==> config.mk <==
export PLATFORM = sky130hd
export DESIGN_NAME = cps_ctrl
export DESIGN_NICKNAME = d
export VERILOG_FILES = /design/src/hdl/cps_pkg.sv /design/src/hdl/cps_ctrl.sv
export VERILOG_INCLUDE_DIRS = /design/src /design/src/hdl
export SDC_FILE = /design/constraint.sdc
export NUM_CORES = 1
export LEC_CHECK = 0
export ABC_AREA = 1
export BUFFER_PORTS_ARGS = -buffer_cell sky130_fd_sc_hd__buf_2
export CORE_MARGIN = 1.5
export CORE_UTILIZATION = 50
export CTS_BUF_LIST = sky130_fd_sc_hd__clkbuf_4 sky130_fd_sc_hd__clkbuf_8 sky130_fd_sc_hd__clkbuf_16
export CTS_CLUSTER_DIAMETER = 50
export DETAILED_ROUTE_END_ITERATION = 8
export PLACE_DENSITY = 0.74
export SLEW_MARGIN = 20
export SYNTH_ARGS = -nofsm -noshare
export SYNTH_HDL_FRONTEND = slang
export SYNTH_SLANG_ARGS = --single-unit
==> constraint.sdc <==
create_clock -name aclk -period 1.5 [get_ports aclk]
set_input_delay 0.225 -clock aclk [delete_from_list [all_inputs] [get_ports aclk]]
set_output_delay 0.225 -clock aclk [all_outputs]
set_load 0.01 [all_outputs]
==> src/hdl/assert_macros.svh <==
// assertion helpers shared by the rtl
`ifndef ASSERT_MACROS_SVH
`define ASSERT_MACROS_SVH

// implication checked on every rising clock edge outside reset
`define CPS_ASSERT_IMPL(label, clk, rstn, ante, cons, msg) \
    label: assert property (@(posedge clk) disable iff (!rstn) (ante) |-> (cons)) \
        else $error(msg);

// implication whose consequent is checked in the cycle after the antecedent
`define CPS_ASSERT_NEXT(label, clk, rstn, ante, cons, msg) \
    label: assert property (@(posedge clk) disable iff (!rstn) (ante) |=> (cons)) \
        else $error(msg);

`endif

==> src/hdl/cps_pkg.sv <==
package cps_pkg;

    localparam int COORD_WIDTH = 32;
    localparam int FRAC_BITS   = 16;
    localparam int T_BITS      = 32;
    localparam int DIST_FRAC   = 32;
    localparam int DIST_WIDTH  = 64;
    localparam int DIFF_WIDTH  = COORD_WIDTH + 1;
    localparam int PROD_WIDTH  = 2 * DIFF_WIDTH;
    localparam int DOT_WIDTH   = PROD_WIDTH + 2;
    localparam int CNT_WIDTH   = $clog2(T_BITS + 1);

    typedef logic signed [COORD_WIDTH-1:0] coord_t;
    typedef logic signed [DIFF_WIDTH-1:0]  diff_t;
    typedef logic signed [DOT_WIDTH-1:0]   dot_t;

    typedef struct packed {
        coord_t point_x;
        coord_t point_y;
        coord_t point_z;
        coord_t start_x;
        coord_t start_y;
        coord_t start_z;
        coord_t end_x;
        coord_t end_y;
        coord_t end_z;
        logic   last_segment;
    } seg_in_t;

    typedef struct packed {
        coord_t                near_x;
        coord_t                near_y;
        coord_t                near_z;
        logic [DIST_WIDTH-1:0] dist_squared;
        logic                  found;
    } seg_out_t;

    // datapath operation selects
    typedef enum logic [3:0] {
        OP_NONE   = 4'd0,
        OP_LOAD   = 4'd1,
        OP_MULA   = 4'd2,
        OP_MULB   = 4'd3,
        OP_MULC   = 4'd4,
        OP_CLASS  = 4'd5,
        OP_DIV    = 4'd6,
        OP_OFF    = 4'd7,
        OP_DIFF   = 4'd8,
        OP_SQ     = 4'd9,
        OP_UPDATE = 4'd10,
        OP_CLEAR  = 4'd11
    } dp_op_t;

    typedef struct packed {
        dp_op_t                  op;
        logic [1:0]              axis;
    } dp_cmd_t;

    typedef struct packed {
        logic degenerate;
        logic clamp;
        logic div_done;
    } dp_stat_t;

endpackage

==> src/hdl/cps_ctrl.sv <==
module cps_ctrl
    import cps_pkg::*;
(
    input  logic     aclk,
    input  logic     aresetn,
    input  logic     s_valid,
    output logic     s_ready,
    input  logic     last_segment,
    input  dp_stat_t stat,
    input  logic     out_full,
    output dp_cmd_t  cmd,
    output logic     out_load
);

    `include "assert_macros.svh"

    typedef enum logic [9:0] {
        ST_IDLE  = 10'b0000000001,
        ST_MULA  = 10'b0000000010,
        ST_MULB  = 10'b0000000100,
        ST_CLASS = 10'b0000001000,
        ST_DIV   = 10'b0000010000,
        ST_OFF   = 10'b0000100000,
        ST_DIFF  = 10'b0001000000,
        ST_SQ    = 10'b0010000000,
        ST_UPD   = 10'b0100000000,
        ST_EMIT  = 10'b1000000000
    } state_t;

    state_t state_reg, state_next;
    logic [1:0] axis_reg, axis_next;
    logic last_reg;

    assign s_ready = (state_reg == ST_IDLE);

    always_comb begin
        state_next = state_reg;
        axis_next  = axis_reg;
        cmd.op     = OP_NONE;
        cmd.axis   = axis_reg;
        out_load   = 1'b0;
        unique case (state_reg)
            ST_IDLE: if (s_valid) begin
                cmd.op = OP_LOAD; axis_next = '0; state_next = ST_MULA;
            end
            ST_MULA: begin
                cmd.op = OP_MULA;
                if (axis_reg == 2'd2) begin axis_next = '0; state_next = ST_MULB; end
                else axis_next = axis_reg + 1'b1;
            end
            ST_MULB: begin
                cmd.op = OP_MULB;
                if (axis_reg == 2'd2) begin axis_next = '0; state_next = ST_CLASS; end
                else axis_next = axis_reg + 1'b1;
            end
            ST_CLASS: begin
                if (stat.degenerate) state_next = ST_EMIT;
                else begin cmd.op = OP_CLASS; state_next = ST_DIV; end
            end
            ST_DIV: begin
                if (stat.clamp) state_next = ST_DIFF;
                else if (stat.div_done) begin axis_next = '0; state_next = ST_OFF; end
                else cmd.op = OP_DIV;
            end
            ST_OFF: begin
                cmd.op = OP_OFF;
                if (axis_reg == 2'd2) state_next = ST_DIFF;
                else axis_next = axis_reg + 1'b1;
            end
            ST_DIFF: begin cmd.op = OP_DIFF; axis_next = '0; state_next = ST_SQ; end
            ST_SQ: begin
                cmd.op = OP_SQ;
                if (axis_reg == 2'd2) state_next = ST_UPD;
                else axis_next = axis_reg + 1'b1;
            end
            ST_UPD:  begin cmd.op = OP_UPDATE; state_next = ST_EMIT; end
            ST_EMIT: begin
                if (!last_reg) state_next = ST_IDLE;
                else if (!out_full) begin
                    out_load = 1'b1; cmd.op = OP_CLEAR; state_next = ST_IDLE;
                end
            end
            default: state_next = ST_IDLE;
        endcase
    end

    always_ff @(posedge aclk) begin
        if (!aresetn) begin
            state_reg <= ST_IDLE;
            axis_reg  <= '0;
            last_reg  <= 1'b0;
        end else begin
            state_reg <= state_next;
            axis_reg  <= axis_next;
            if (s_valid && s_ready) last_reg <= last_segment;
        end
    end

    `CPS_ASSERT_IMPL(a_onehot, aclk, aresetn, 1'b1, $onehot(state_reg), "state not one-hot")
    `CPS_ASSERT_IMPL(a_emit_last, aclk, aresetn, out_load, last_reg, "result without last")
    `CPS_ASSERT_NEXT(a_accept_busy, aclk, aresetn, s_valid && s_ready,
        !s_ready, "second beat taken while busy")

endmodule

== After elaboration in Yosys (flattened, before gate mapping) ==
Cells that the tools add are included.
Storage, ports and cells
  register bits: 13
  bits of input ports: 8
  logic and storage cells: 58
Operators by class
  add/sub/neg operators: 1
  equality and inequality tests: 21
  multiplexer cells: 27
  reduce and logical (&&, ||, !) cells: 6
Operators by type and width (number)
  $mux W10: 10
  $pmux W10 S10: 1
  $pmux W4 S10: 1
  $ne A2 B2 Y1 const B: 8
  $eq A10 B1 Y1 const B: 1
  $eq A10 B10 Y1 const B: 1
  $eq A10 B2 Y1 const B: 1
  $eq A10 B3 Y1 const B: 1
  $eq A10 B4 Y1 const B: 1
  $eq A10 B5 Y1 const B: 1
  $eq A10 B6 Y1 const B: 1
  $eq A10 B7 Y1 const B: 1
  $eq A10 B8 Y1 const B: 1
  $eq A10 B9 Y1 const B: 1
  $mux W2: 5
  $pmux W2 S5: 1
  $mux W3: 3
  $mux W4: 2
  $reduce_and A7 Y1: 1
  $ne A3 B3 Y1 const B: 2
  $reduce_and A5 Y1: 1
  $reduce_bool A5 Y1: 1
  $mux W1: 4
  $reduce_or A2 Y1: 2
  3 further kinds: 3

== Depth between registers and ports, before layout ==
  depth after elaboration: 4
  gate-level depth with buffers: 11
  mapped depth without buffers: 11

== Worst setup path before layout ==
No wires, ideal clock.
  path kind: flip-flop to output port
  start: register state_reg[2]
  end: output port cmd[3] in the netlist's numbering
  arrival: 1.309 ns
  data required time: 1.275 ns
  setup slack: -0.034 ns
  cell stages (with the launch flop): 9
  cell sequence: dfxtp_1 nor2_2 nand2_2 nor2_2 nand2_1 or3_4 nand2_1 inv_2 nand3_1
RTL lines
  start, declared: RTL line cps_ctrl.sv:30  | state_t state_reg, state_next;
  start signal, assigned: RTL line cps_ctrl.sv:93  | state_reg <= state_next;
  end, declared: RTL line cps_ctrl.sv:11  | output dp_cmd_t cmd,

==> reports/metrics.cfg <==
[cts]
cts_htree_levels=1
clkSinkCount=13
cts.clk_slew.worst_paths_ns=0.09
cts_buffer_depth=2
cts_tree=built
cts_buffers=3
root_buffer=clkbuf_4
clkLatencyLatePin_ns=0.29

[pwr]
leakagePower_uw=0.000964
switchingPower_uw=2530
switching_share=0.500
seq_power_share=0.122
combPwrFrac=0.827
p_int_uw=2540
p_per_area_mw_per_mm2=2790
fin_total_pwr_uw=5070
ir_drop_mv=2.25
p_clk_frac=0.051

[routing]
drt-vias-per-instance=5.88
drc=0
drtPass1Iterations=5
first_iter_violations=103
num_vias=1541
ant_nets=0
wirelength_um=4860
wl_per_cell_um=18.5

[critical_path]
crit_type=reg2out
critPathTopFamily=buffers and inverters
crit_fanout=4
arrival_ns=1.73
critPathRequiredTime_ns=1.27
start_kind=flip-flop
path_cells=buf_4 > buf_4 > inv_1 > nor2_1 > nand2_4 > nand2_4 > nor2_1 > o2111ai_2 > buf_2
cp_slowest_stage_delay_ns=0.35
critPathCaptureType=output port
worst-path-buf-inv=4
crit_slowest_cell=dfxtp_2

[run]
cap_viol_max_count=0

[synthesis]
synth_area_sq_mm=0.00109
ys.flop_type=dfxtp_1
synth_area_per_cell_sq_um=6.34
ys_warn_count=0
async_flop_share=0
synth_cell_types=25
synth_edf_count=0
syn_inst=172
synth_seq_cells=13
yosysSeqAreaShare=0.239
synth_nets=183

[floorplanning]
die_x_um=49.7
die_h_um=49.7
initial_core_util=0.545
core-area_sq_mm=0.00200
die_area_sq_mm=0.00247
fp-row-count=16
io_pins=16

[placed_design]
portBuffers=15
hpwl_um=2350
place.gp.congestion=0.866

[sta]
setup_viol=19
setup_slack_ns=-0.455
max_clock_freq_mhz=512
fin_setup_tns_ns=-6.12
min_period_ns=1.95
relSlewSlack=0.806
rsz0062_at_grt=true
period_share=1.30
finalHoldViolCount=0
fin_skew_ns=0.00143
final_max_slew_viol_count=0
worstMarginPinSlew_ns=0.287

[layout]
area_growth_pct=66.6
fin_util=0.908
nets=247
antenna_cells=0
layout-drive-gt1-share=0.583
largest_reg_flops=10
fillCellCount=84

[global_route]
grt_pass1_vias=1505
grt_pass1_wl_um=7110
grt_max_degree=14
grt_util_all_layers=0.379
gr-usage-met2=0.647
busiest_layer=met2
met1_usage=0.440
overflow=0
grt_use_met3=0.0667
antenna_found_initial=0

[outcome]
outcome=finished, violations left
violations=setup timing

[worst_hold_path]
hp-class=in2reg

-- worst register-to-register path: cells and delay by family, from the launching register on --
kind,cells,cell delay [ns]
buf+inv,4,0.45
flops,1,0.37
simple gates,10,1.05
-- worst paths after layout --
| check | cells past startpoint | from | slack, ns | to |
|---|---|---|---|---|
| worst min-delay path | 2 | last_segment | 0.18 | last_reg$_SDFFE_PN0P_ |
| worst max-delay path | 9 | state_reg[5]$_SDFFE_PN0P_ | -0.45 | cmd[2] |
| worst min register to register | 2 | state_reg[9]$_SDFFE_PN0P_ | 0.54 | state_reg[9]$_SDFFE_PN0P_ |
| worst max register to register | 14 | state_reg[3]$_SDFFE_PN0P_ | -0.43 | state_reg[2]$_SDFFE_PN0P_ |
-- area by class of cell --
cell class,instances,area [sq um],area share
Tap cell,27,33.8,0.0186
Sequential cell,13,273,0.150
Timing Repair Buffer,59,475,0.262
Inverter,32,125,0.0688
Multi-Input combinational cell,127,881,0.485
Clock buffer,4,30.0,0.0165
-- layer usage --
layer / vias up / share of wire
li1: 654 / -
met1: 694 / 0.36
met2: 139 / 0.45
met3: 54 / 0.098
met4: 0 / 0.088
met5: - / 0
-- layout by cell type, fill, tap and decap left out, types with 2 or more instances in the layout --
master,instances
dfxtp_2,10
buf_4,32
inv_1,25
nand3_1,8
nand3_4,2
nand2_4,10
clkbuf_4,4
a21oi_1,4
inv_2,5
nand3b_1,2
inv_4,2
buf_6,16
nor2_1,22
buf_2,11
dfxtp_1,3
nand3_2,6
nor2_2,7
nor2_4,12
nand2_2,14
nand2_1,26
ha_1,3
-- power groups by stage --
stage | clock network [uW] | registers (uW) | logic, uW
2_1_floorplan | 0 | 580 | 1550
3_3_place_gp | 0 | 573 | 2460
3_5_place_dp | 0 | 580 | 2520
4_1_cts | 249 | 600 | 3390
5_1_grt | 274 | 623 | 4420
6_report | 257 | 620 | 4190
-- timing repair --
| action | in CTS | in global routing |
|---|---|---|
| hold buffers | 0 | 0 |
| endpoints found under the hold margin | 0 | 0 |
| buffers inserted | 9 | 6 |
| setup endpoints to repair | 18 | 19 |
| gates resized for setup | 51 | 18 |
| cloned | 1 | 0 |
| pin swaps | 20 | 5 |
-- cells by family (layout without fill, tap and decap cells) --
family,count (synthesis),count (layout),share of synthesized area
AOI/OAI and AO/OA,10,10,0.0665
DFF,13,13,0.239
and+or+nand+nor,113,114,0.538
buffers and inverters,33,95,0.123
adders and majority gates,3,3,0.0344
-- Yosys cell counts, types with 2 or more instances --
library cell / count / area, sq um
nor2_4: 3 / 33.8
ha_1: 3 / 37.5
inv_2: 3 / 11.3
nand3_1: 14 / 70.1
a21oi_1: 4 / 20.0
nand2_1: 39 / 146
o21ai_0: 2 / 10.0
nand2_2: 6 / 37.5
nor2_2: 12 / 75.1
nand2_4: 4 / 45.0
dfxtp_1: 13 / 260
nor2_1: 26 / 97.6
inv_1: 29 / 109
nand3b_1: 2 / 15.0
nand3_2: 2 / 20.0
-- stage by stage --
stage,setup WS (ns),area (sq um),cells,hold WS (ns)
2_1_floorplan,0.00130,1110,172,0.338
4_1_cts,-0.356,1730,257,0.202
6_report,-0.455,1820,262,0.184
3_5_place_dp,-0.131,1440,243,0.494
5_1_grt,-0.579,1820,262,0.172
3_3_place_gp,-0.0620,1440,243,0.487
Power figures use the tool's default switching activity.
